### config.mk
export PLATFORM = sky130hd
export DESIGN_NAME = qbps_queue
export DESIGN_NICKNAME = d
export VERILOG_FILES = /design/src/hw/rtl/qbps_pkg.sv /design/src/hw/rtl/qbps_queue.sv
export SDC_FILE = /design/constraint.sdc
export NUM_CORES = 1
export LEC_CHECK = 0
export ABC_CLOCK_PERIOD_IN_PS = 15400
export BUFFER_PORTS_ARGS = -buffer_cell sky130_fd_sc_hd__buf_2
export CORE_ASPECT_RATIO = 0.75
export CORE_MARGIN = 2
export CORE_UTILIZATION = 53
export DETAILED_ROUTE_END_ITERATION = 16
export GPL_TIMING_DRIVEN = 1
export PLACE_DENSITY = 0.92
export SLEW_MARGIN = 20
export SYNTH_ARGS = -nofsm -noshare
export SYNTH_HDL_FRONTEND = slang
export SYNTH_SLANG_ARGS = --single-unit
### constraint.sdc
create_clock -name i_clk -period 15.4 [get_ports i_clk]
set_input_delay 0.77 -clock i_clk [delete_from_list [all_inputs] [get_ports i_clk]]
set_output_delay 0.77 -clock i_clk [all_outputs]
set_load 0.005 [all_outputs]
### src/hw/rtl/qbps_pkg.sv
package qbps_pkg;

    localparam int COORD_WIDTH = 16;
    localparam int MIN_STEPS   = 6;
    localparam int MAX_STEPS   = 24;
    localparam int OFF_WIDTH   = 10;

    localparam int CW   = COORD_WIDTH;
    localparam int SW   = $clog2(MAX_STEPS + 1);
    localparam int DW   = $clog2(MAX_STEPS * MAX_STEPS + 1);
    localparam int CPW  = CW + 2;
    localparam int PW   = DW + CW + 3;
    localparam int NUMW = DW + CW + 2;
    localparam int D2W  = 2 * CW + 2;
    localparam int CNTW = $clog2(NUMW);
    localparam int QDEPTH = 2;
    localparam int PTRW   = $clog2(QDEPTH);

    // crossed limits: the upper one wins
    localparam int STEPS_LOW   = (MIN_STEPS > MAX_STEPS) ? MAX_STEPS : MIN_STEPS;
    localparam int STEP_PX     = 25;
    localparam int HOP_MIN_SQ  = 36;
    localparam logic [31:0] EASE_LOW_FRAC  = 32'd228923386;
    localparam logic [31:0] EASE_HIGH_FRAC = 32'd1346775048;
    localparam logic [2:0]  DLY_SNAP = 3'd0;

    typedef enum logic [2:0] {F_IDLE, F_SQR, F_SUM, F_CNT, F_PUSH} t_fstate;
    typedef enum logic [2:0] {B_IDLE, B_COEF, B_MUL, B_SUM, B_DIV, B_OUT, B_SNAP} t_bstate;

    typedef struct packed {
        logic signed [CW-1:0]  x1;
        logic signed [CW-1:0]  y1;
        logic signed [CW-1:0]  x2;
        logic signed [CW-1:0]  y2;
        logic signed [CPW-1:0] cx2;
        logic signed [CPW-1:0] cy2;
        logic [SW-1:0]         steps;
        logic                  hop;
    } t_cmd;

    function automatic logic [D2W-1:0] step_thr(input logic [SW:0] k);
        logic [D2W-1:0] kk;
        kk = D2W'(k) * D2W'(k);
        return kk * D2W'(STEP_PX * STEP_PX);
    endfunction

    function automatic logic [2:0] ease_delay(input logic [SW-1:0] i, input logic [SW-1:0] s);
        logic [SW-1:0]    f;
        logic [SW+31:0]   fs;
        logic [SW+31:0]   lo;
        logic [SW+31:0]   hi;
        f  = (i < SW'(s - i)) ? i : SW'(s - i);
        fs = {f, 32'd0};
        lo = (SW + 32)'(EASE_LOW_FRAC) * (SW + 32)'(s);
        hi = (SW + 32)'(EASE_HIGH_FRAC) * (SW + 32)'(s);
        if (fs < lo) begin
            return 3'd1;
        end else if ((SW + 3)'(f) * (SW + 3)'(6) < (SW + 3)'(s)) begin
            return 3'd2;
        end else if (fs < hi) begin
            return 3'd3;
        end
        return 3'd4;
    endfunction

    function automatic logic signed [CW-1:0] sat_coord(input logic neg,
                                                       input logic [NUMW-1:0] q);
        logic [NUMW-1:0] pos_max;
        logic [NUMW-1:0] neg_max;
        pos_max = NUMW'((64'd1 << (CW - 1)) - 64'd1);
        neg_max = NUMW'(64'd1 << (CW - 1));
        if (!neg) begin
            return (q > pos_max) ? CW'(pos_max) : CW'(q);
        end
        return (q > neg_max) ? CW'(neg_max) : CW'(~q + NUMW'(1));
    endfunction

endpackage

### src/hw/rtl/qbps_queue.sv
module qbps_queue (
    input  logic           i_clk,
    input  logic           i_rst_n,
    input  logic           i_push,
    input  qbps_pkg::t_cmd i_cmd,
    output logic           o_full,
    input  logic           i_pop,
    output qbps_pkg::t_cmd o_cmd,
    output logic           o_empty
);
    import qbps_pkg::*;

    t_cmd r_mem [QDEPTH];
    logic [PTRW-1:0] r_wp, n_wp, r_rp, n_rp;
    logic [PTRW:0]   r_cnt, n_cnt;
    logic do_push, do_pop;

    assign o_full  = (r_cnt == (PTRW + 1)'(QDEPTH));
    assign o_empty = (r_cnt == '0);
    assign o_cmd   = r_mem[r_rp];
    assign do_push = i_push && !o_full;
    assign do_pop  = i_pop && !o_empty;

    always_comb begin
        n_wp = r_wp;
        n_rp = r_rp;
        n_cnt = r_cnt;
        if (do_push) begin
            n_wp = (r_wp == PTRW'(QDEPTH - 1)) ? '0 : r_wp + PTRW'(1);
        end
        if (do_pop) begin
            n_rp = (r_rp == PTRW'(QDEPTH - 1)) ? '0 : r_rp + PTRW'(1);
        end
        if (do_push && !do_pop) begin
            n_cnt = r_cnt + (PTRW + 1)'(1);
        end else if (do_pop && !do_push) begin
            n_cnt = r_cnt - (PTRW + 1)'(1);
        end
    end

    always_ff @(posedge i_clk) begin
        if (!i_rst_n) begin
            r_wp <= '0;
            r_rp <= '0;
            r_cnt <= '0;
        end else begin
            r_wp <= n_wp;
            r_rp <= n_rp;
            r_cnt <= n_cnt;
        end
    end

    always_ff @(posedge i_clk) begin
        if (do_push) begin
            r_mem[r_wp] <= i_cmd;
        end
    end

endmodule

**Word-level counts from Yosys, hierarchy flattened**

Memory sizes are Yosys's and may differ from the RTL's. A register that Yosys moved wholly into a read port is not among the register bits.
Cells that the tools add are included.

- Bits in writable memories: 212
- Bits in registers: 4
- Memories kept: 1
- Word-level logic and storage cells: 27
- Output and inout port bits: 108

Memories:

| name | words | width | rd ports | clocked after memory_dff | wr ports | RTL line | source |
|---|---|---|---|---|---|---|---|
| r_mem | 2 | 106 | 1 | 1 | 1 | qbps_queue.sv:13 | `t_cmd r_mem [QDEPTH];` |

- Reduce and logical (&&, ||, !) cells: 10
- Equal/unequal tests: 1
- Muxes and demuxes: 8
- Add/sub/neg operators: 4

Operators by type and width:

| kind | number |
|---|---|
| 2-to-1 mux 1 bit | 6 |
| logical AND 1 bit | 4 |
| zero test 1 bit | 4 |
| 2-to-1 mux 2 bit | 2 |
| adder 1 bit, second input constant | 2 |
| adder 2 x 1 -> 2 bit, second input constant | 1 |
| == test 2 bit, second input constant | 1 |
| zero test 2 bit | 1 |
| nonzero test 2 bit | 1 |
| subtractor 2 x 1 -> 2 bit, second input constant | 1 |

**Longest topological paths before layout**

- Depth in word-level cells: 7
- Gate-level depth with buffers: 7
- Depth with buffers taken out: 7

**Worst setup path before layout**

Ideal clock, no wire load.

- Path kind: input to register
- Start: in i_push
- End: mem r_mem[0][0] in the netlist's numbering (enable)
- Arrival: 4.950 ns
- Required time: 14.847 ns
- Buffers on the path: 0
- Setup time: 0.553 ns
- Slack: 9.897 ns
- Stages: 2
- Cell sequence: inv_1 > nor3_2

- Longest elaborated chain between the ends: 3

Ends and longest elaborated chain:

| what | RTL line | source |
|---|---|---|
| from (decl) | qbps_queue.sv:4 | `input logic i_push,` |
| logical AND 1 bit | qbps_queue.sv:21 | `assign do_push = i_push && !o_full;` |
| 2-to-1 mux 1 bit | qbps_queue.sv:54 | `if (do_push) begin` |
| 2-to-1 mux 1 bit (implied by the code) | qbps_queue.sv:55 | `r_mem[r_wp] <= i_cmd;` |
| to (decl) | qbps_queue.sv:13 |  |

No other way between the ends.

==> summary.md <==
| Metric | Value |
|---|---|
| CP Buf/Inv Count | `2` |
| Antenna violations before repair | `1` |
| End of the critical path | `o_cmd[90]` |
| Largest net degree at the start of global routing | `67` |
| Total of warnings raised by yosys | `0` |
| DP Area | `0.00933 mm2` |
| GRT overflow | `0` |
| Post-synth EDFFs | `between 200 and 250` |
| Reg2reg path depth | `5` |
| Yosys top cell area share | `between 70% and 80%` |
| Unrepaired setup endpoints after global routing | `false` |
| Largest stage delay on the critical path | `~0.81 ns` |
| Core ar. | `roughly 0.015 mm2` |
| CP Max Fanout | `66` |
| Syn nets | `around 470` |
| CTS Hold Buffers Added | `0` |
| Layout Nets | `between 600 and 700` |
| All-Layer GR Usage | `about 18%` |
| Drt total wl | `between 10,000 and 15,000 um` |
| Post-CTS Setup Inserts | `0` |
| Slew Limit Fails | `0` |
| Area contributors post-synth | `edfxtp_1, mux2_2, mux2_4` |
| Synthesized flop and latch total | `217` |
| Crit. End Element | `output port` |
| Clock Sink Count | `217` |
| CTS resizes | `0` |
| Die width | `between 100 and 150 um` |
| Final setup violation count | `0` |
| DRT antenna net count | `0` |
| Mapped cell area | `between 0.008 and 0.009 mm2` |
| Final worst-path cycle share | `roughly 23%` |
| Sequential share of the synthesized area | `80.4%` |
| Critical path depth in cells | `3` |
| Post-route setup slack | `between 10 and 15 ns` |
| P_leak | `around 3.8 nW` |
| Fin util | `68.1%` |
| Placed Cells incl. Taps | `764` |
| Final min period | `~3.5 ns` |
| Final HPWL DP | `a little under 10,000 um` |
| TritonCTS buffer count | `21` |
| Status | `finished, final reports clean` |
| RR Startpoint | `r_cnt[0]$_SDFFE_PN0P_` |
| Worst endpoint required time | `14.63 ns` |
| Area grow syn2layout | `24.1%` |
| Peak Freq | `287 MHz` |
| Pre-CTS setup slack | `between 10 and 15 ns` |
| Delay-heaviest family, CP | `buffers and inverters` |
| Drt initial violations | `about 230` |
| Worst setup path category | `register to output port` |
| Mapped Cells | `approximately 360` |
| Number of port buffers | `217` |
| Hold Slack | `0.475 ns` |
| DR WL/cell | `18.6 um` |
| Cell taking the most area after synthesis | `edfxtp_1` |
| Rel. slew slack | `36.6%` |
| Clock Latency Late Sink | `0.48 ns` |
| Setup TNS | `0 ns` |
| R2R Path End | `r_mem[0][76]$_DFFE_PP_` |
| Final Hold Viols | `0` |
| Clk root buf | `clkbuf_16` |
| Fin cells | `801` |
| Overall die height | `~110 um` |
| Final instance area | `between 0.009 and 0.01 mm2` |
| Share of synthesized registers carrying an async set or reset | `0%` |
| Maximum clock insertion buffer count | `3` |
| Std cell rows | `38` |
| Max Cap Violations | `0` |
| I/O pin count | `between 200 and 250` |
| Design Power | `between 1.5 and 2 mW` |
| CTS tree | `built` |
| Share of cells above drive strength 1 | `roughly three fifths` |
| H-tree levels | `1` |
| CP max-delay cell | `buf_4` |
| Ys flop type | `edfxtp_1` |
| Worst R2R Setup Slack | `around 13 ns` |
| Synthesized area per cell | `22.7 um2` |
| Drt pass-1 iters | `4` |
| Peak supply drop | `around 0.10 mV` |
| Critical Path, Cell by Cell | `buf_4 > mux2_2 > buf_2` |
| Power Density | `~160 mW/mm2` |
| DRC violations left | `0` |
| Drt via density | `5.11` |
| Via count | `approximately 4.1k` |
| Hold/Removal Path Class | `input pin to register` |
| Total die area | `0.0162 mm2` |
| Vias in the first global route | `approximately 4.4k` |
| Worst setup SP type | `register` |
| Slew @ Worst Pin | `0.950 ns` |
| Worst-path clk slew | `around 0.06 ns` |
| Final RePlAce weighted congestion | `about 0.75` |
| Arrival time at the worst endpoint | `between 2 and 3 ns` |
| Count of cell types in the netlist | `22` |
| Clk_skew | `0.00743 ns` |
| Initial core utilization | `~55%` |
| First-pass GRT wire length | `roughly 23,000 um` |
[worst min-delay path by stage]
stage / startpoint / to / depth (start not counted)
2_1_floorplan: r_cnt[1]$_SDFFE_PN0P_ / r_cnt[1]$_SDFFE_PN0P_ / 2
3_3_place_gp: r_cnt[1]$_SDFFE_PN0P_ / r_cnt[1]$_SDFFE_PN0P_ / 2
3_5_place_dp: r_cnt[1]$_SDFFE_PN0P_ / r_cnt[1]$_SDFFE_PN0P_ / 2
4_1_cts: i_cmd[25] / r_mem[0][25]$_DFFE_PP_ / 1
5_1_grt: i_cmd[25] / r_mem[1][25]$_DFFE_PP_ / 1
6_report: i_cmd[12] / r_mem[1][12]$_DFFE_PP_ / 1
[flip-flops by register name, indices dropped and copies added, names as in the netlist, named ones only]
| signal | flops |
|---|---|
| r_cnt | 2 |
| r_mem | 212 |
| r_rp | 1 |
| r_wp | 1 |
[routing by layer]
layer / part of all wire, % / track usage (%) / vias up
met5: 0 / 0 / -
met4: 2.4 / 5.50 / 0
met3: 8.6 / 6.01 / 26
met2: 50 / 30.8 / 193
met1: 39 / 21.7 / 2005
li1: - / - / 1868
[cell usage after synthesis (2+ instances only)]
library cell	number
and2_1	3
buf_2	6
buf_6	6
dfxtp_1	5
edfxtp_1	212
mux2_2	66
mux2_4	40
nor2_1	2
xnor2_1	2
[layout by cell type (no fill, tap or decap)]
master,netlist,final
and2_1,3,3
and3_4,0,1
edfxtp_1,212,212
mux2_2,66,66
nor2_1,2,2
clkbuf_16,0,21
o21ai_1,1,1
xor2_1,1,1
inv_1,1,1
clkinvlp_4,0,1
o21a_1,1,1
diode_2,0,1
inv_2,1,1
mux2_4,40,40
dfxtp_1,5,4
or3_1,1,1
dfxtp_4,0,1
bufinv_16,0,2
nand2b_1,1,1
xnor2_1,2,2
buf_4,0,4
o21ai_0,1,1
clkbuf_1,0,2
a21boi_1,1,1
ha_1,1,1
nor3_4,0,1
clkinv_2,0,9
buf_2,6,217
clkinv_1,0,1
a21boi_0,1,1
[cell type report]
cell class | count | area (um2)
antenna | 1 | 2.50
clock buffer | 23 | 533
clock inverter | 13 | 116
fill | 980 | 4670
inverter | 2 | 7.51
multi-input combinational | 124 | 1480
sequential | 217 | 6470
tap | 200 | 250
timing repair buffer | 221 | 1120
[cell families (layout without fill, tap and decap cells)]
| group | Yosys count | count (layout) | share of synthesized area [%] |
|---|---|---|---|
| buffers and inverters | 14 | 259 | 1.31 |
| AO/OA/AOI/OAI | 5 | 5 | 0.405 |
| adder cells (fa/ha/maj) | 1 | 1 | 0.156 |
| AND/OR/NAND/NOR | 9 | 9 | 0.685 |
| flip-flops | 217 | 217 | 80.4 |
| multiplexers | 106 | 106 | 16.7 |
| XOR/XNOR | 3 | 3 | 0.327 |
| other | 0 | 1 | 0 |
[where the power goes]
| group | switching, mW | internal (mW) |
|---|---|---|
| Combinational | 0.163 | 0.197 |
| Sequential | 0.0395 | 0.743 |
| Clock | 0.200 | 0.283 |
| Total | 0.402 | 1.22 |
Power figures use the tool's default switching activity.
