File: config.mk
export PLATFORM = sky130hd
export DESIGN_NAME = qbps_front_flat
export DESIGN_NICKNAME = d
export VERILOG_FILES = /design/src/hw/rtl/qbps_pkg.sv /design/src/hw/rtl/qbps_if.sv /design/src/hw/rtl/qbps_front.sv /design/src/flat_wrapper.sv
export SDC_FILE = /design/constraint.sdc
export NUM_CORES = 2
export LEC_CHECK = 0
export ABC_AREA = 1
export ABC_CLOCK_PERIOD_IN_PS = 12800
export BUFFER_PORTS_ARGS = -buffer_cell sky130_fd_sc_hd__buf_2
export CAP_MARGIN = 20
export CORE_ASPECT_RATIO = 0.9
export CORE_MARGIN = 1
export CORE_UTILIZATION = 54
export CTS_CLUSTER_DIAMETER = 40
export DETAILED_ROUTE_END_ITERATION = 8
export PLACE_DENSITY = 0.86
export SYNTH_ARGS = -nofsm -noshare
export SYNTH_HDL_FRONTEND = slang
export SYNTH_SLANG_ARGS = --single-unit
File: constraint.sdc
create_clock -name i_clk -period 12.8 [get_ports i_clk]
set_input_delay 0.64 -clock i_clk [delete_from_list [all_inputs] [get_ports i_clk]]
set_output_delay 0.64 -clock i_clk [all_outputs]
set_load 0.05 [all_outputs]
File: src/hw/rtl/qbps_pkg.sv
package qbps_pkg;

    localparam int COORD_WIDTH = 16;
    localparam int MIN_STEPS   = 6;
    localparam int MAX_STEPS   = 24;
    localparam int OFF_WIDTH   = 10;

    localparam int CW   = COORD_WIDTH;
    localparam int SW   = $clog2(MAX_STEPS + 1);
    localparam int DW   = $clog2(MAX_STEPS * MAX_STEPS + 1);
    localparam int CPW  = CW + 2;
    localparam int PW   = DW + CW + 3;
    localparam int NUMW = DW + CW + 2;
    localparam int D2W  = 2 * CW + 2;
    localparam int CNTW = $clog2(NUMW);
    localparam int QDEPTH = 2;
    localparam int PTRW   = $clog2(QDEPTH);

    // crossed limits: the upper one wins
    localparam int STEPS_LOW   = (MIN_STEPS > MAX_STEPS) ? MAX_STEPS : MIN_STEPS;
    localparam int STEP_PX     = 25;
    localparam int HOP_MIN_SQ  = 36;
    localparam logic [31:0] EASE_LOW_FRAC  = 32'd228923386;
    localparam logic [31:0] EASE_HIGH_FRAC = 32'd1346775048;
    localparam logic [2:0]  DLY_SNAP = 3'd0;

    typedef enum logic [2:0] {F_IDLE, F_SQR, F_SUM, F_CNT, F_PUSH} t_fstate;
    typedef enum logic [2:0] {B_IDLE, B_COEF, B_MUL, B_SUM, B_DIV, B_OUT, B_SNAP} t_bstate;

    typedef struct packed {
        logic signed [CW-1:0]  x1;
        logic signed [CW-1:0]  y1;
        logic signed [CW-1:0]  x2;
        logic signed [CW-1:0]  y2;
        logic signed [CPW-1:0] cx2;
        logic signed [CPW-1:0] cy2;
        logic [SW-1:0]         steps;
        logic                  hop;
    } t_cmd;

    function automatic logic [D2W-1:0] step_thr(input logic [SW:0] k);
        logic [D2W-1:0] kk;
        kk = D2W'(k) * D2W'(k);
        return kk * D2W'(STEP_PX * STEP_PX);
    endfunction

    function automatic logic [2:0] ease_delay(input logic [SW-1:0] i, input logic [SW-1:0] s);
        logic [SW-1:0]    f;
        logic [SW+31:0]   fs;
        logic [SW+31:0]   lo;
        logic [SW+31:0]   hi;
        f  = (i < SW'(s - i)) ? i : SW'(s - i);
        fs = {f, 32'd0};
        lo = (SW + 32)'(EASE_LOW_FRAC) * (SW + 32)'(s);
        hi = (SW + 32)'(EASE_HIGH_FRAC) * (SW + 32)'(s);
        if (fs < lo) begin
            return 3'd1;
        end else if ((SW + 3)'(f) * (SW + 3)'(6) < (SW + 3)'(s)) begin
            return 3'd2;
        end else if (fs < hi) begin
            return 3'd3;
        end
        return 3'd4;
    endfunction

    function automatic logic signed [CW-1:0] sat_coord(input logic neg,
                                                       input logic [NUMW-1:0] q);
        logic [NUMW-1:0] pos_max;
        logic [NUMW-1:0] neg_max;
        pos_max = NUMW'((64'd1 << (CW - 1)) - 64'd1);
        neg_max = NUMW'(64'd1 << (CW - 1));
        if (!neg) begin
            return (q > pos_max) ? CW'(pos_max) : CW'(q);
        end
        return (q > neg_max) ? CW'(neg_max) : CW'(~q + NUMW'(1));
    endfunction

endpackage

File: src/hw/rtl/qbps_if.sv
interface qbps_in_if;
    import qbps_pkg::*;
    logic                        valid;
    logic                        ready;
    logic signed [CW-1:0]        start_x;
    logic signed [CW-1:0]        start_y;
    logic                        cursor_valid;
    logic signed [CW-1:0]        target_x;
    logic signed [CW-1:0]        target_y;
    logic signed [OFF_WIDTH-1:0] ctrl_offset_x;
    logic signed [OFF_WIDTH-1:0] ctrl_offset_y;

    modport source (output valid, start_x, start_y, cursor_valid, target_x, target_y,
                    ctrl_offset_x, ctrl_offset_y, input ready);
    modport sink (input valid, start_x, start_y, cursor_valid, target_x, target_y,
                  ctrl_offset_x, ctrl_offset_y, output ready);
endinterface


File: src/hw/rtl/qbps_front.sv
module qbps_front (
    input  logic           i_clk,
    input  logic           i_rst_n,
    qbps_in_if.sink        i_in,
    output logic           o_push,
    output qbps_pkg::t_cmd o_cmd,
    input  logic           i_full
);
    import qbps_pkg::*;

    t_fstate r_state, n_state;
    t_cmd    r_cmd, n_cmd;
    logic    r_cur, n_cur;
    logic signed [CW:0] r_dx, n_dx, r_dy, n_dy;
    logic [D2W-1:0] r_sqx, n_sqx, r_sqy, n_sqy, r_d2, n_d2;
    logic [SW-1:0]  r_s, n_s;
    logic signed [D2W-1:0] sqx_full, sqy_full;
    logic [SW:0]    k;
    logic [SW-1:0]  s_cl;

    assign sqx_full = D2W'(r_dx) * D2W'(r_dx);
    assign sqy_full = D2W'(r_dy) * D2W'(r_dy);
    assign k = (SW + 1)'(r_s) + (SW + 1)'(1);
    assign o_cmd = r_cmd;

    always_comb begin
        s_cl = r_s;
        if (r_s < SW'(STEPS_LOW)) begin
            s_cl = SW'(STEPS_LOW);
        end
        if (s_cl > SW'(MAX_STEPS)) begin
            s_cl = SW'(MAX_STEPS);
        end
    end

    always_comb begin
        n_state = r_state;
        n_cmd = r_cmd;
        n_cur = r_cur;
        n_dx = r_dx;
        n_dy = r_dy;
        n_sqx = r_sqx;
        n_sqy = r_sqy;
        n_d2 = r_d2;
        n_s = r_s;
        i_in.ready = 1'b0;
        o_push = 1'b0;
        unique case (r_state)
            F_IDLE: begin
                i_in.ready = 1'b1;
                if (i_in.valid) begin
                    n_cmd.x1 = i_in.start_x;
                    n_cmd.y1 = i_in.start_y;
                    n_cmd.x2 = i_in.target_x;
                    n_cmd.y2 = i_in.target_y;
                    n_cmd.cx2 = CPW'(i_in.start_x) + CPW'(i_in.target_x)
                              + CPW'($signed({i_in.ctrl_offset_x, 1'b0}));
                    n_cmd.cy2 = CPW'(i_in.start_y) + CPW'(i_in.target_y)
                              + CPW'($signed({i_in.ctrl_offset_y, 1'b0}));
                    n_cur = i_in.cursor_valid;
                    n_dx = (CW + 1)'(i_in.target_x) - (CW + 1)'(i_in.start_x);
                    n_dy = (CW + 1)'(i_in.target_y) - (CW + 1)'(i_in.start_y);
                    n_state = F_SQR;
                end
            end
            F_SQR: begin
                n_sqx = $unsigned(sqx_full);
                n_sqy = $unsigned(sqy_full);
                n_state = F_SUM;
            end
            F_SUM: begin
                n_d2 = r_sqx + r_sqy;
                n_s = '0;
                if (!r_cur || n_d2 < D2W'(HOP_MIN_SQ)) begin
                    n_cmd.hop = 1'b1;
                    n_cmd.steps = '0;
                    n_state = F_PUSH;
                end else begin
                    n_cmd.hop = 1'b0;
                    n_state = F_CNT;
                end
            end
            F_CNT: begin
                // count up while the next step length still fits the distance
                if (r_s < SW'(MAX_STEPS) && step_thr(k) <= r_d2) begin
                    n_s = SW'(k);
                end else begin
                    n_cmd.steps = s_cl;
                    n_state = F_PUSH;
                end
            end
            F_PUSH: begin
                if (!i_full) begin
                    o_push = 1'b1;
                    n_state = F_IDLE;
                end
            end
            default: n_state = F_IDLE;
        endcase
    end

    always_ff @(posedge i_clk) begin
        if (!i_rst_n) begin
            r_state <= F_IDLE;
        end else begin
            r_state <= n_state;
        end
    end

    always_ff @(posedge i_clk) begin
        r_cmd <= n_cmd;
        r_cur <= n_cur;
        r_dx <= n_dx;
        r_dy <= n_dy;
        r_sqx <= n_sqx;
        r_sqy <= n_sqy;
        r_d2 <= n_d2;
        r_s <= n_s;
    end

endmodule

File: src/flat_wrapper.sv
// flat-port wrapper written by rule: the top's interface ports become plain ports
module qbps_front_flat import qbps_pkg::*;
  (i_clk, i_rst_n, o_push, o_cmd, i_full, i_in_valid, i_in_start_x, i_in_start_y, i_in_cursor_valid, i_in_target_x, i_in_target_y, i_in_ctrl_offset_x, i_in_ctrl_offset_y, i_in_ready);
  qbps_in_if i_in_i ();
  input  logic i_clk;
  input  logic i_rst_n;
  output logic o_push;
  output qbps_pkg::t_cmd o_cmd;
  input  logic i_full;
  input wire logic [$bits(i_in_i.valid)-1:0] i_in_valid;
  input wire logic [$bits(i_in_i.start_x)-1:0] i_in_start_x;
  input wire logic [$bits(i_in_i.start_y)-1:0] i_in_start_y;
  input wire logic [$bits(i_in_i.cursor_valid)-1:0] i_in_cursor_valid;
  input wire logic [$bits(i_in_i.target_x)-1:0] i_in_target_x;
  input wire logic [$bits(i_in_i.target_y)-1:0] i_in_target_y;
  input wire logic [$bits(i_in_i.ctrl_offset_x)-1:0] i_in_ctrl_offset_x;
  input wire logic [$bits(i_in_i.ctrl_offset_y)-1:0] i_in_ctrl_offset_y;
  output wire logic [$bits(i_in_i.ready)-1:0] i_in_ready;
  assign i_in_i.valid = i_in_valid;
  assign i_in_i.start_x = i_in_start_x;
  assign i_in_i.start_y = i_in_start_y;
  assign i_in_i.cursor_valid = i_in_cursor_valid;
  assign i_in_i.target_x = i_in_target_x;
  assign i_in_i.target_y = i_in_target_y;
  assign i_in_i.ctrl_offset_x = i_in_ctrl_offset_x;
  assign i_in_i.ctrl_offset_y = i_in_ctrl_offset_y;
  assign i_in_ready = i_in_i.ready;
  qbps_front u_core (.i_clk(i_clk), .i_rst_n(i_rst_n), .i_in(i_in_i), .o_push(o_push), .o_cmd(o_cmd), .i_full(i_full));
endmodule
---- Word level (Yosys, flattened, before mapping) ----
Cells that the tools add are included.
Widths: inputs -> output; s select.
storage, ports and cells
  register bits after elaboration ......... 251
  input bits .............................. 89
  output and inout bits ................... 108
  word-level logic and storage cells ...... 67
cells by class
  add/subtract/negate cells ............... 8
  multipliers ............................. 4
  magnitude comparators ................... 5
  eq/ne operators ......................... 9
  multiplexer cells ....................... 16
  reduce and logical (&&, ||, !) cells .... 9
operator list
  operator                number
  $mul 17x17->34          2
  $add 17x11->18          2
  $add 16x16->17          2
  $add 34x34->34          1
  $le 22x34->1            1
  $lt 34x6->1 const B     1
  $sub 16x16->17          2
  $mux 5                  5
  $mul 12x10->22 const B  1
  $pmux 5 s2              2
  $pmux 3 s5              1
  $mul 6x6->12            1
  $mux 3                  4
  $add 5x1->6 const B     1
  $eq 3x2->1 const B      2
  $ne 2x2->1 const B      3
  $reduce_and 3->1        2
  $gt 5x5->1 const B      1
  $lt 5x3->1 const B      1
  $lt 5x5->1 const B      1
  $mux 1                  4
  $ne 2x1->1 const B      2
  $reduce_and 2->1        2
  $eq 3x1->1 const B      1
  6 further kinds         6

---- Longest topological paths before layout ----
  word-level depth ........................ 7
  mapped depth ............................ 50
  gate-level depth less buffers ........... 50

---- Least setup slack after synthesis ----
OpenSTA, ideal clock, no wires.
  path kind ............................... in2reg
  start point ............................. input i_in_valid
  end point ............................... register u_core.r_cmd (netlist bit u_core.o_cmd[100]), enable pin
  library setup time ...................... 951 ps
  arrival time ............................ 13148 ps
  required time ........................... 11849 ps
  slack ................................... -1299 ps
  stages .................................. 2
  path buffers ............................ 0
  cells stage by stage .................... inv_1 -> nor4_1
on the way
  cells in the longest elaborated chain, start to end .. 1
RTL lines
  element                            RTL line            source
  start: declaration                 flat_wrapper.sv:10  input wire logic [$bits(i_in_i.valid)-1:0] i_in_valid;
  $reduce_and 2->1 (no source line)  --
  end signal: assignment             qbps_front.sv:111   r_cmd <= n_cmd;
  end: declaration                   qbps_front.sv:12    t_cmd r_cmd, n_cmd;
Every way passes these cells.
A chain may end at the register's enable or synchronous reset.

---- Worst setup path in the final report ----
  start point ............................. register u_core.r_s[0]
  end point ............................... register u_core.r_cmd (netlist bit u_core.o_cmd[5]), enable pin
on the way
  cells in the longest elaborated chain, start to end .. 7
  elaborated cells on any way between the ends .. 8
  classes of those cells .................. 1 x add/sub; 2 x mul; 2 x order compare; 1 x eq/ne; 2 x reduce/logical
RTL lines
  element                            RTL line           source
  start: declaration                 qbps_front.sv:16   logic [SW-1:0] r_s, n_s;
  start signal: assignment           qbps_front.sv:118  r_s <= n_s;
  $add 5x1->6                        qbps_front.sv:23   assign k = (SW + 1)'(r_s) + (SW + 1)'(1);
  named net u_core.k[0]              qbps_front.sv:18   logic [SW:0] k;
  $mul 6x6->12                       qbps_pkg.sv:43     kk = D2W'(k) * D2W'(k);
  $mul 12x10->22                     qbps_pkg.sv:44     return kk * D2W'(STEP_PX * STEP_PX);
  $le 22x34->1                       qbps_front.sv:85   if (r_s < SW'(MAX_STEPS) && step_thr(k) <= r_d2) begin
  $logic_and 1x1->1                  qbps_front.sv:85
  $ne 2x2->1 (no source line)        --
  $reduce_and 3->1 (no source line)  --
The timed path passes the listed nets, and every way through them passes these cells.

==> flow_metrics.py <==
metrics = {
    "synthesis": {
        "synth_seq_cells": 247,
        "synth_area_per_cell_sq_um": 9.09,
        "synth.area.top_cells": "fa_1 (33%), edfxtp_1 (20%), ha_1 (12%), inv_1 (12%), nand2_1 (7.4%)",
        "synth_most_common_cell": "inv_1",
        "synth_area_leader_cell": "fa_1",
        "yosys_warnings": 0,
        "synth_top_area_frac": 0.329,
        "synth_edf_count": 244,
        "synthArstFlopShare": 0,
        "ys_types": 54,
        "ys_seq_area_frac": 0.201,
        "netlist_area_sq_mm": 0.0367,
        "synthTopCellsByCount": "inv_1 (1146), nand2_1 (720), fa_1 (602)",
        "synth_ff_type": "edfxtp_1",
        "synthCells": 4035,
    },
    "route": {
        "drc": 0,
        "drtPass1Iterations": 6,
        "routed_wirelength_um": 81300,
        "antenna_left": 0,
        "routed_via_density": 5.18,
        "wire_per_inst_um": 15.9,
        "num_vias": 26500,
        "drtIter0Drc": 1617,
    },
    "floorplan": {
        "rows": 90,
        "core-area_sq_mm": 0.0671,
        "dieHeight_um": 249,
        "io_pins": 197,
        "die_area_sq_mm": 0.0689,
        "die_w_um": 277,
        "start_util": 0.546,
    },
    "critical_path": {
        "cpMostUsedCell": "inv_1",
        "cp_data_arrival_time_ps": 10590,
        "cp-start-kind": "flop",
        "crit_required_ps": 13010,
        "endpoint_kind": "flop",
        "cp_slowest_stage_delay_ps": 570,
        "cpMaxStageDelayCell": "fa_1",
        "crit_type": "reg -> reg",
        "cp_max_fo": 10,
    },
    "grt": {
        "antenna_found_initial": 0,
        "grt_pass1_vias": 29200,
        "grtUsageTotal": 0.246,
        "grt_overflow": 0,
        "grt_max_degree": 89,
        "grt_pass1_wl_um": 138000,
    },
    "placement": {
        "globalplace.congestion": 0.953,
        "port_buffers": 196,
        "hpwlAfterDp_um": 66900,
    },
    "timing": {
        "finalCritPeriodShare": 0.811,
        "hold_viol": 0,
        "worst_pin_slew_ps": 1110,
        "timing.setup.tns_ps": 0,
        "grt_setup_unrepaired": "no",
        "relSlewSlack": 0.262,
        "setup_viol": 0,
        "fin_skew_ps": 43.5,
        "fin_crit_ps": 10380,
        "slew_violations": 0,
        "max_clock_freq_mhz": 96.4,
    },
    "layout": {
        "multiInputGateArea_sq_mm": 0.0247,
        "layout-drive-gt1-share": 0.0886,
        "num-nets-final": 5266,
        "seq_area_sq_mm": 0.00739,
        "fillerInstances": 5366,
        "area_growth_pct": 9.01,
        "diodes": 0,
    },
    "clocking": {
        "cts_tree": "done",
        "postCtsSetupBuffers": 0,
        "clk_pin_slew_ps": 60,
        "clkSinkCount": 247,
        "clockBufferDepth": 3,
        "ctsHoldBuffers": 0,
        "clock_latency_ps": 590,
        "cts_resized": 0,
        "numCtsBuffers": 45,
        "htreeDepth": 2,
        "cts_root_buf": "clkbuf_16",
    },
    "status": {
        "status": "finished, final reports clean",
    },
    "job": {
        "maxCapViolCount": 0,
    },
    "min_path": {
        "hp-class": "in -> reg",
    },
}
## cells in the final DEF (no fill, tap or decap), drive strengths merged, types with 14 or more instances in the layout
cell,Yosys,layout
inv,1152,1162
nand2,750,750
fa,602,602
ha,365,365
edfxtp,244,244
buf,3,203
a21oi,188,188
nor2,176,176
xor2,110,110
xnor2,77,77
o21ai,75,75
nand3,57,57
clkbuf,73,51
nor3,23,23
o21bai,21,21
or2,19,19
clkinv,2,15
nand4,14,14
## through the flow
stage / utilization / hold slack [ps] / instance area (sq um) / cells / worst slack [ps]
final: 0.596 / 262 / 40000 / 5120 / 2420
after global routing: 0.596 / 263 / 40000 / 5120 / 1400
after CTS: 0.596 / 248 / 40000 / 5120 / 2340
after detailed placement: 0.574 / 524 / 38500 / 5037 / 2360
after global placement: 0.574 / 521 / 38500 / 5037 / 2570
after floorplan: - / 449 / 36700 / 4036 / 3790
## registers in the layout (all words and copies together), names as in the netlist, 3 cells and up
signal,cells
u_core.r_state,3
u_core.r_dy,17
u_core.r_dx,17
u_core.r_d2,34
u_core.r_s,5
u_core.o_cmd,104
u_core.r_sqx,33
u_core.r_sqy,33
## metal layers
| layer | GRT usage | wire (um) |
|---|---|---|
| met5 | 0 | 0 |
| met4 | 0.0867 | 2690 |
| met3 | 0.0376 | 5200 |
| met2 | 0.433 | 40700 |
| met1 | 0.309 | 32800 |
## area by class of cell
class / instances / area share
timing repair buffer: 203 / 0.0259
multi-input combinational: 2559 / 0.618
clock buffer: 51 / 0.0287
sequential: 247 / 0.185
tap: 874 / 0.0274
clock inverter: 32 / 0.00723
inverter: 1154 / 0.108
## critical path, delay by kind of cell, from the launching register on
family	cells	cell delay, ps
adder cells (fa/ha/maj)	11	4300
AND/OR/NAND/NOR	19	2420
AO/OA/AOI/OAI	6	1050
buffers and inverters	10	1040
XOR/XNOR	2	680
flip-flops	1	560
## worst paths after layout
kind | start | end | slack, ps | depth (start not counted)
hold reg to reg | u_core.r_sqx[0] | u_core.r_d2[0] | 540 | 1
setup / recovery | u_core.r_s[0] | u_core.o_cmd[5] | 2420 | 48
hold / removal | i_in_start_x[13] | u_core.o_cmd[103] | 260 | 1
setup reg to reg | u_core.r_s[0] | u_core.o_cmd[5] | 2420 | 48
## logic make-up after synthesis
group	count (synthesis)	share of synthesized area
AND/OR/NAND/NOR	1062	0.121
flip-flops	247	0.201
buffers and inverters	1230	0.126
AO/OA/AOI/OAI	341	0.0530
adder cells (fa/ha/maj)	967	0.453
XOR/XNOR	187	0.0447
other	1	0.000102
Power is not shown: default switching activity piles up to over one toggle a cycle in this logic, so the estimate is an artifact.
