**config.mk**
```make
export PLATFORM = sky130hd
export DESIGN_NAME = qbps_back_flat
export DESIGN_NICKNAME = d
export VERILOG_FILES = /design/src/hw/rtl/qbps_pkg.sv /design/src/hw/rtl/qbps_if.sv /design/src/hw/rtl/qbps_back.sv /design/src/flat_wrapper.sv
export SDC_FILE = /design/constraint.sdc
export NUM_CORES = 2
export LEC_CHECK = 0
export BUFFER_PORTS_ARGS = -buffer_cell sky130_fd_sc_hd__clkbuf_2
export CAP_MARGIN = 25
export CORE_AREA = 2 2 333 335
export CTS_CLUSTER_DIAMETER = 40
export DETAILED_ROUTE_END_ITERATION = 16
export DIE_AREA = 0 0 335 337
export PLACE_DENSITY = 0.79
export SLEW_MARGIN = 40
export SYNTH_ARGS = -nofsm -noshare
export SYNTH_HDL_FRONTEND = slang
export SYNTH_SLANG_ARGS = --single-unit
```
**constraint.sdc**
```tcl
create_clock -name i_clk -period 14 [get_ports i_clk]
set_input_delay 2.1 -clock i_clk [delete_from_list [all_inputs] [get_ports i_clk]]
set_output_delay 2.1 -clock i_clk [all_outputs]
set_load 0.02 [all_outputs]
```
**src/hw/rtl/qbps_pkg.sv**
```systemverilog
package qbps_pkg;

    localparam int COORD_WIDTH = 16;
    localparam int MIN_STEPS   = 6;
    localparam int MAX_STEPS   = 24;
    localparam int OFF_WIDTH   = 10;

    localparam int CW   = COORD_WIDTH;
    localparam int SW   = $clog2(MAX_STEPS + 1);
    localparam int DW   = $clog2(MAX_STEPS * MAX_STEPS + 1);
    localparam int CPW  = CW + 2;
    localparam int PW   = DW + CW + 3;
    localparam int NUMW = DW + CW + 2;
    localparam int D2W  = 2 * CW + 2;
    localparam int CNTW = $clog2(NUMW);
    localparam int QDEPTH = 2;
    localparam int PTRW   = $clog2(QDEPTH);

    // crossed limits: the upper one wins
    localparam int STEPS_LOW   = (MIN_STEPS > MAX_STEPS) ? MAX_STEPS : MIN_STEPS;
    localparam int STEP_PX     = 25;
    localparam int HOP_MIN_SQ  = 36;
    localparam logic [31:0] EASE_LOW_FRAC  = 32'd228923386;
    localparam logic [31:0] EASE_HIGH_FRAC = 32'd1346775048;
    localparam logic [2:0]  DLY_SNAP = 3'd0;

    typedef enum logic [2:0] {F_IDLE, F_SQR, F_SUM, F_CNT, F_PUSH} t_fstate;
    typedef enum logic [2:0] {B_IDLE, B_COEF, B_MUL, B_SUM, B_DIV, B_OUT, B_SNAP} t_bstate;

    typedef struct packed {
        logic signed [CW-1:0]  x1;
        logic signed [CW-1:0]  y1;
        logic signed [CW-1:0]  x2;
        logic signed [CW-1:0]  y2;
        logic signed [CPW-1:0] cx2;
        logic signed [CPW-1:0] cy2;
        logic [SW-1:0]         steps;
        logic                  hop;
    } t_cmd;

    function automatic logic [D2W-1:0] step_thr(input logic [SW:0] k);
        logic [D2W-1:0] kk;
        kk = D2W'(k) * D2W'(k);
        return kk * D2W'(STEP_PX * STEP_PX);
    endfunction

    function automatic logic [2:0] ease_delay(input logic [SW-1:0] i, input logic [SW-1:0] s);
        logic [SW-1:0]    f;
        logic [SW+31:0]   fs;
        logic [SW+31:0]   lo;
        logic [SW+31:0]   hi;
        f  = (i < SW'(s - i)) ? i : SW'(s - i);
        fs = {f, 32'd0};
        lo = (SW + 32)'(EASE_LOW_FRAC) * (SW + 32)'(s);
        hi = (SW + 32)'(EASE_HIGH_FRAC) * (SW + 32)'(s);
        if (fs < lo) begin
            return 3'd1;
        end else if ((SW + 3)'(f) * (SW + 3)'(6) < (SW + 3)'(s)) begin
            return 3'd2;
        end else if (fs < hi) begin
            return 3'd3;
        end
        return 3'd4;
    endfunction

    function automatic logic signed [CW-1:0] sat_coord(input logic neg,
                                                       input logic [NUMW-1:0] q);
        logic [NUMW-1:0] pos_max;
        logic [NUMW-1:0] neg_max;
        pos_max = NUMW'((64'd1 << (CW - 1)) - 64'd1);
        neg_max = NUMW'(64'd1 << (CW - 1));
        if (!neg) begin
            return (q > pos_max) ? CW'(pos_max) : CW'(q);
        end
        return (q > neg_max) ? CW'(neg_max) : CW'(~q + NUMW'(1));
    endfunction

endpackage

```
**src/hw/rtl/qbps_if.sv**
```systemverilog


interface qbps_out_if;
    import qbps_pkg::*;
    logic                 valid;
    logic                 ready;
    logic signed [CW-1:0] point_x;
    logic signed [CW-1:0] point_y;
    logic [2:0]           delay_ms;
    logic                 last;

    modport source (output valid, point_x, point_y, delay_ms, last, input ready);
    modport sink (input valid, point_x, point_y, delay_ms, last, output ready);
endinterface

```
**src/hw/rtl/qbps_back.sv**
```systemverilog
module qbps_back (
    input  logic           i_clk,
    input  logic           i_rst_n,
    input  qbps_pkg::t_cmd i_cmd,
    input  logic           i_empty,
    output logic           o_pop,
    qbps_out_if.source     o_out
);
    import qbps_pkg::*;

    t_bstate r_state, n_state;
    t_cmd    r_cmd, n_cmd;
    logic [SW-1:0] r_i, n_i;
    logic [DW-1:0] r_ca, n_ca, r_cb, n_cb, r_cc, n_cc;
    logic [DW:0]   r_dv, n_dv;
    logic [2:0]    r_dly, n_dly;
    logic signed [PW-1:0] r_prod [2][3];
    logic signed [PW-1:0] n_prod [2][3];
    logic          r_neg [2];
    logic          n_neg [2];
    logic [DW:0]   r_rem [2];
    logic [DW:0]   n_rem [2];
    logic [NUMW-1:0] r_quo [2];
    logic [NUMW-1:0] n_quo [2];
    logic [CNTW-1:0] r_cnt, n_cnt;
    logic          r_ov, n_ov;
    logic signed [CW-1:0] r_px, n_px, r_py, n_py;
    logic [2:0]    r_odly, n_odly;
    logic          r_last, n_last;

    logic signed [CPW-1:0] op0 [2];
    logic signed [CPW-1:0] op1 [2];
    logic signed [CPW-1:0] op2 [2];
    logic signed [PW-1:0]  nsum [2];
    logic [PW-1:0]         nmag [2];
    logic [DW+1:0]         trial [2];
    logic                  ge [2];
    logic [SW-1:0]         rest;
    logic                  slot_free;

    assign op0[0] = CPW'(r_cmd.x1);
    assign op0[1] = CPW'(r_cmd.y1);
    assign op1[0] = r_cmd.cx2;
    assign op1[1] = r_cmd.cy2;
    assign op2[0] = CPW'(r_cmd.x2);
    assign op2[1] = CPW'(r_cmd.y2);
    assign rest = r_cmd.steps - r_i;
    assign slot_free = !r_ov || o_out.ready;

    assign o_out.valid    = r_ov;
    assign o_out.point_x  = r_px;
    assign o_out.point_y  = r_py;
    assign o_out.delay_ms = r_odly;
    assign o_out.last     = r_last;

    always_comb begin
        for (int l = 0; l < 2; l++) begin
            nsum[l] = r_prod[l][0] + r_prod[l][1] + r_prod[l][2];
            nmag[l] = nsum[l][PW-1] ? $unsigned(-nsum[l]) : $unsigned(nsum[l]);
            trial[l] = {r_rem[l], r_quo[l][NUMW-1]};
            ge[l] = (trial[l] >= (DW + 2)'(r_dv));
        end
    end

    always_comb begin
        n_state = r_state;
        n_cmd = r_cmd;
        n_i = r_i;
        n_ca = r_ca;
        n_cb = r_cb;
        n_cc = r_cc;
        n_dv = r_dv;
        n_dly = r_dly;
        n_prod = r_prod;
        n_neg = r_neg;
        n_rem = r_rem;
        n_quo = r_quo;
        n_cnt = r_cnt;
        n_px = r_px;
        n_py = r_py;
        n_odly = r_odly;
        n_last = r_last;
        n_ov = r_ov && !o_out.ready;
        o_pop = 1'b0;
        unique case (r_state)
            B_IDLE: begin
                if (!i_empty) begin
                    o_pop = 1'b1;
                    n_cmd = i_cmd;
                    n_i = SW'(1);
                    n_state = i_cmd.hop ? B_SNAP : B_COEF;
                end
            end
            B_COEF: begin
                n_ca = DW'(rest) * DW'(rest);
                n_cb = DW'(r_i) * DW'(rest);
                n_cc = DW'(r_i) * DW'(r_i);
                n_dv = ((DW + 1)'(r_cmd.steps) * (DW + 1)'(r_cmd.steps)) << 1;
                n_dly = ease_delay(r_i, r_cmd.steps);
                n_state = B_MUL;
            end
            B_MUL: begin
                for (int l = 0; l < 2; l++) begin
                    n_prod[l][0] = PW'($signed({1'b0, r_ca})) * PW'(op0[l]);
                    n_prod[l][1] = PW'($signed({1'b0, r_cb})) * PW'(op1[l]);
                    n_prod[l][2] = PW'($signed({1'b0, r_cc})) * PW'(op2[l]);
                end
                n_state = B_SUM;
            end
            B_SUM: begin
                // round half away from zero: (2|N| + D) / 2D, sign put back after
                for (int l = 0; l < 2; l++) begin
                    n_neg[l] = nsum[l][PW-1];
                    n_quo[l] = NUMW'({nmag[l], 1'b0}) + NUMW'(r_dv >> 1);
                    n_rem[l] = '0;
                end
                n_cnt = CNTW'(NUMW - 1);
                n_state = B_DIV;
            end
            B_DIV: begin
                for (int l = 0; l < 2; l++) begin
                    n_rem[l] = ge[l] ? (DW + 1)'(trial[l] - (DW + 2)'(r_dv))
                                     : (DW + 1)'(trial[l]);
                    n_quo[l] = {r_quo[l][NUMW-2:0], ge[l]};
                end
                n_cnt = r_cnt - CNTW'(1);
                if (r_cnt == '0) begin
                    n_state = B_OUT;
                end
            end
            B_OUT: begin
                if (slot_free) begin
                    n_ov = 1'b1;
                    n_px = sat_coord(r_neg[0], r_quo[0]);
                    n_py = sat_coord(r_neg[1], r_quo[1]);
                    n_odly = r_dly;
                    n_last = 1'b0;
                    if (r_i == r_cmd.steps) begin
                        n_state = B_SNAP;
                    end else begin
                        n_i = r_i + SW'(1);
                        n_state = B_COEF;
                    end
                end
            end
            B_SNAP: begin
                if (slot_free) begin
                    n_ov = 1'b1;
                    n_px = r_cmd.x2;
                    n_py = r_cmd.y2;
                    n_odly = DLY_SNAP;
                    n_last = 1'b1;
                    n_state = B_IDLE;
                end
            end
            default: n_state = B_IDLE;
        endcase
    end

    always_ff @(posedge i_clk) begin
        if (!i_rst_n) begin
            r_state <= B_IDLE;
            r_ov <= 1'b0;
        end else begin
            r_state <= n_state;
            r_ov <= n_ov;
        end
    end

    always_ff @(posedge i_clk) begin
        r_cmd <= n_cmd;
        r_i <= n_i;
        r_ca <= n_ca;
        r_cb <= n_cb;
        r_cc <= n_cc;
        r_dv <= n_dv;
        r_dly <= n_dly;
        r_prod <= n_prod;
        r_neg <= n_neg;
        r_rem <= n_rem;
        r_quo <= n_quo;
        r_cnt <= n_cnt;
        r_px <= n_px;
        r_py <= n_py;
        r_odly <= n_odly;
        r_last <= n_last;
    end

endmodule

```
**src/flat_wrapper.sv**
```systemverilog
// flat-port wrapper written by rule: the top's interface ports become plain ports
module qbps_back_flat import qbps_pkg::*;
  (i_clk, i_rst_n, i_cmd, i_empty, o_pop, o_out_valid, o_out_point_x, o_out_point_y, o_out_delay_ms, o_out_last, o_out_ready);
  qbps_out_if o_out_i ();
  input  logic i_clk;
  input  logic i_rst_n;
  input  qbps_pkg::t_cmd i_cmd;
  input  logic i_empty;
  output logic o_pop;
  output wire logic [$bits(o_out_i.valid)-1:0] o_out_valid;
  output wire logic [$bits(o_out_i.point_x)-1:0] o_out_point_x;
  output wire logic [$bits(o_out_i.point_y)-1:0] o_out_point_y;
  output wire logic [$bits(o_out_i.delay_ms)-1:0] o_out_delay_ms;
  output wire logic [$bits(o_out_i.last)-1:0] o_out_last;
  input wire logic [$bits(o_out_i.ready)-1:0] o_out_ready;
  assign o_out_valid = o_out_i.valid;
  assign o_out_point_x = o_out_i.point_x;
  assign o_out_point_y = o_out_i.point_y;
  assign o_out_delay_ms = o_out_i.delay_ms;
  assign o_out_last = o_out_i.last;
  assign o_out_i.ready = o_out_ready;
  qbps_back u_core (.i_clk(i_clk), .i_rst_n(i_rst_n), .i_cmd(i_cmd), .i_empty(i_empty), .o_pop(o_pop), .o_out(o_out_i));
endmodule
```
; Word level (Yosys, flattened, before mapping)
; Index checks and enable logic that the tools add are counted.
[totals]
regBits = 452
latch_bits = 0
ram_bits = 0
rom_bits = 0
in_bits = 110
out_inout_bits = 38
elab_cells = 157
n_memories = 0
[op_classes]
addsub = 15
n_mul = 13
n_div = 0
magnitude_cmp = 10
n_eq_ne = 12
shift = 0
mux = 55
n_bitwise = 4
n_reduce_logical = 15
[op_table]
columns = cell, count
row1 = $mux W16, 12
row2 = $add A29 B29 Y29, 4
row3 = $pmux W56 S2, 1
row4 = $mul A11 B16 Y27, 4
row5 = $pmux W16 S2, 2
row6 = $mul A11 B18 Y29, 2
row7 = $add A28 B10 Y28, 2
row8 = $gt A28 B15 Y1 const B, 2
row9 = $gt A28 B16 Y1 const B, 2
row10 = $mux W27, 2
row11 = $neg A27 Y27, 2
row12 = $pmux W22 S2, 1
row13 = $mul A5 B5 Y10, 4
row14 = $lt A37 B33 Y1, 1
row15 = $lt A37 B36 Y1, 1
row16 = $mul A28 B5 Y33 const A, 1
row17 = $add A16 B1 Y16 const B, 2
row18 = $mul A27 B5 Y32 const A, 1
row19 = $not A16 Y16, 2
row20 = $mux W3, 10
row21 = $ge A12 B11 Y1, 2
row22 = $mux W11, 2
row23 = $sub A11 B11 Y11, 2
row24 = $pmux W3 S7, 1
row25 = other kinds (28), 59

; Depth between registers and ports, before layout
[depth]
ltp_word = 10
depth_mapped = 32
ltp_nobuf = 32

; Least setup slack after synthesis
; Ideal clock, no wire load.
[synth_timing]
path_kind = input -> output
startpoint = input i_empty
endpoint = output o_pop
arrival_time_ns = 12.594
t_required_ns = 11.900
slack_ns = -0.694
path_stages = 1
n_path_buf = 0
cell_sequence = nor4_1
[synth_via]
elab_chain_len = 2
[synth_lines]
columns = item, line_no
row1 = start: declaration, flat_wrapper.sv:8  ; input logic i_empty;
row2 = $mux W1, qbps_back.sv:87  ; if (!i_empty) begin
row3 = $mux W1, qbps_back.sv:85  ; unique case (r_state)
row4 = end: declaration, flat_wrapper.sv:9  ; output logic o_pop;
; No other way between the ends.

; Final worst setup path
[layout_timing]
startpoint = register u_core.r_cmd[3] (netlist bit)
endpoint = register u_core.r_dly[0], data pin
[layout_via]
elab_chain_len = 8
word_cells_on_any_way = 15
cone_classes = add/sub: 1 / mul: 3 / order compare: 4 / mux: 7
[layout_lines]
columns = item, line_no
row1 = start: declaration, qbps_back.sv:12  ; t_cmd r_cmd, n_cmd;
row2 = start signal: assignment, qbps_back.sv:171  ; r_cmd <= n_cmd;
row3 = branches (longest 8 deep; another with $lt A37 B36 Y1), -
row4 = end signal: assignment, qbps_back.sv:177  ; r_dly <= n_dly;
row5 = end: declaration, qbps_back.sv:16  ; logic [2:0] r_dly, n_dly;
; Several ways; the timed one is not identified. The select of a mux whose other input is x is not followed.
; A chain may end at the register's enable or synchronous reset.

==> flow_summary.ini <==
[clocking]
postCtsSetupBuffers = 0
root_buffer = clkbuf_16
cts_tree = done
clockBufferDepth = 3
cts_buffers = 82
insertion_delay_ps = 660
cts_resized = 0
cts_max_level = 3
cts_hold_buffers = 0
cts.clk_slew.worst_paths_ps = 50
cts_sinks = 441

[grt]
grt_pass1_wl_um = 266000
track_usage_pct = 30.1
antenna_found_initial = 19
grt_max_degree = 84
grt_pass1_vias = 50540
grt_overflow = 0

[synthesis]
synth_top_cell_area_share_pct = 28.1
ys_seq_area_share_pct = 20.3
synth_seq_cells = 441
synth_edf_count = 437
syn_inst = 6757
synth.most_common_cell = inv_1
synth_area_leader_cell = fa_1
synthTopCellsByCount = inv_1 (1177), fa_1 (912), ha_1 (706), and2_1 (604), nand2_1 (579)
avgSynthCellArea_sq_um = 9.61
yosysWarningCount = 0
syn-cell-area_sq_mm = 0.0650
ys_top_cells_by_area = fa_1 (28%), edfxtp_1 (20%), ha_1 (14%)
async_flop_share_pct = 0
yosys_most_used_dff = edfxtp_1
synth_cell_types = 103

[finish]
drive_above_1_share_pct = 6.09
synthToLayoutAreaGrowth_pct = 7.64
nNetsFinal = 8536

[outcome]
status = complete, no violations

[place]
place_congestion = 0.956
numPortBuffers = 147
hpwl_um = 130000

[setup_path]
critPathLaunch = u_core.r_cmd[3]
cp-start-kind = flip-flop
crit_arrival_ps = 8770
crit_path_max_fanout = 11
slowest_delay_ps = 710
crit_path_end_kind = flip-flop
timing.rr.start = u_core.r_cmd[3]
path_class = flip-flop to flip-flop
cp_slowest_cell = edfxtp_1
required_ps = 14370

[timing]
period_minus_slack_ps = 8410
rsz0062_at_grt = false
fin_crit_sh_pct = 60.1
finalClockSkew_ps = 40.4
drv_slew = 0
max_clock_freq_mhz = 119
worstMarginPinSlew_ps = 869
setup_viol = 0
slew_headroom_pct = 41.3
setup_tns_ps = 0
hold_viol_final = 0

[routing]
drt-total-wl_um = 165000
ant_nets = 0
via_count = 48264
post_drt_wl_per_cell_um = 19.8
via_per_inst = 5.81
drtIter0Drc = 3714
route.detailed.drc = 0
dr.pass1.iters = 6

[floorplanning]
core.rowCount = 122
die_area_sq_mm = 0.113
start_util_pct = 59.3
die_h_um = 337
io_pins = 148
die_w_um = 335
core-area_sq_mm = 0.110

[run]
cap_violations = 0

[hold_path]
min_path_type = flip-flop to flip-flop
hp-start = u_core.r_quo[45]
-- final timing paths --
path / endpoint / slack (ps) / cells after the start
min: u_core.r_quo[46] / 560 / 2
min reg2reg: u_core.r_quo[46] / 560 / 2
max reg2reg: u_core.r_dly[0] / 5590 / 32
max: u_core.r_dly[0] / 5590 / 32
-- cells in the final DEF, fill, tap and decap left out, drive strengths merged, types with 13 or more instances in the layout --
cell type,count
and2,605
or3b,21
or2,22
a31oi,43
nor3,88
o31ai,22
nand4,22
nand2b,40
clkbuf,240
a21oi,271
fa,912
nor2,341
nand2,580
o21bai,47
nor2b,48
edfxtp,437
ha,706
o21ai,205
a21boi,19
nand3,65
or3,55
o211ai,16
a211oi,32
xnor2,255
a21o,78
xor2,79
o21a,39
and3,44
buf,45
nor4,28
inv,1201
a2111oi,17
clkinvlp,13
clkinv,24
a211o,13
-- flip-flops by register name, indices dropped and copies added, names as in the netlist, 10 cells and up --
signal,flops
u_core.r_prod,166
u_core.r_cb,10
u_core.op2,32
u_core.o_out.point_y,16
u_core.o_out.point_x,16
u_core.r_quo,56
u_core.op1,36
u_core.op0,32
u_core.r_rem,22
-- cell type report --
cell class	count	area, sq um
multi-input cells	4908	46600
fillers	8645	39700
flip-flops and latches	441	13200
inverters	1183	4440
clock buffers	93	2140
well taps	1426	1780
repair buffers	192	1140
clock inverters	61	653
diodes	5	12.5
-- through the flow --
| step | hold slack, ps | setup WS, ps | instance area, sq um | utilization [%] | cells |
|---|---|---|---|---|---|
| global placement | 543 | 6010 | 67000 | 61.1 | 8143 |
| global route | 593 | 4890 | 69900 | 63.8 | 8305 |
| detailed placement | 554 | 5720 | 67100 | 61.2 | 8150 |
| CTS | 566 | 5660 | 69900 | 63.8 | 8304 |
| finish | 563 | 5590 | 69900 | 63.8 | 8309 |
| floorplan | 497 | 1240 | 65000 | - | 6765 |
-- kinds of logic after synthesis --
kind of cell	Yosys count	synth area share, %
AND/OR/NAND/NOR	2007	15.8
multiplexers	14	0.227
buffers and inverters	1416	8.21
AO/OA/AOI/OAI	926	9.23
adder cells (fa/ha/maj)	1618	41.7
other	1	0.00577
flip-flops	441	20.3
XOR/XNOR	334	4.50
-- worst max-delay path, delay by kind of cell, from the launching register on --
family	cells	cell delay (ps)
DFF	1	710
AOI/OAI and AO/OA	16	3900
and+or+nand+nor	7	1080
xor gates and xnor gates	1	150
adders and majority gates	5	2020
buffers and inverters	3	280
-- per-layer routing --
| layer | part of all wire [%] | track usage [%] |
|---|---|---|
| met4 | 5.2 | 14.5 |
| met2 | 47 | 49.5 |
| met3 | 7.7 | 5.23 |
| met5 | 0.038 | 0 |
| met1 | 40 | 38.6 |
Power is left out: the tool's default activity adds up to more than one toggle a clock period on the data nets, which glitch-free logic cannot reach.
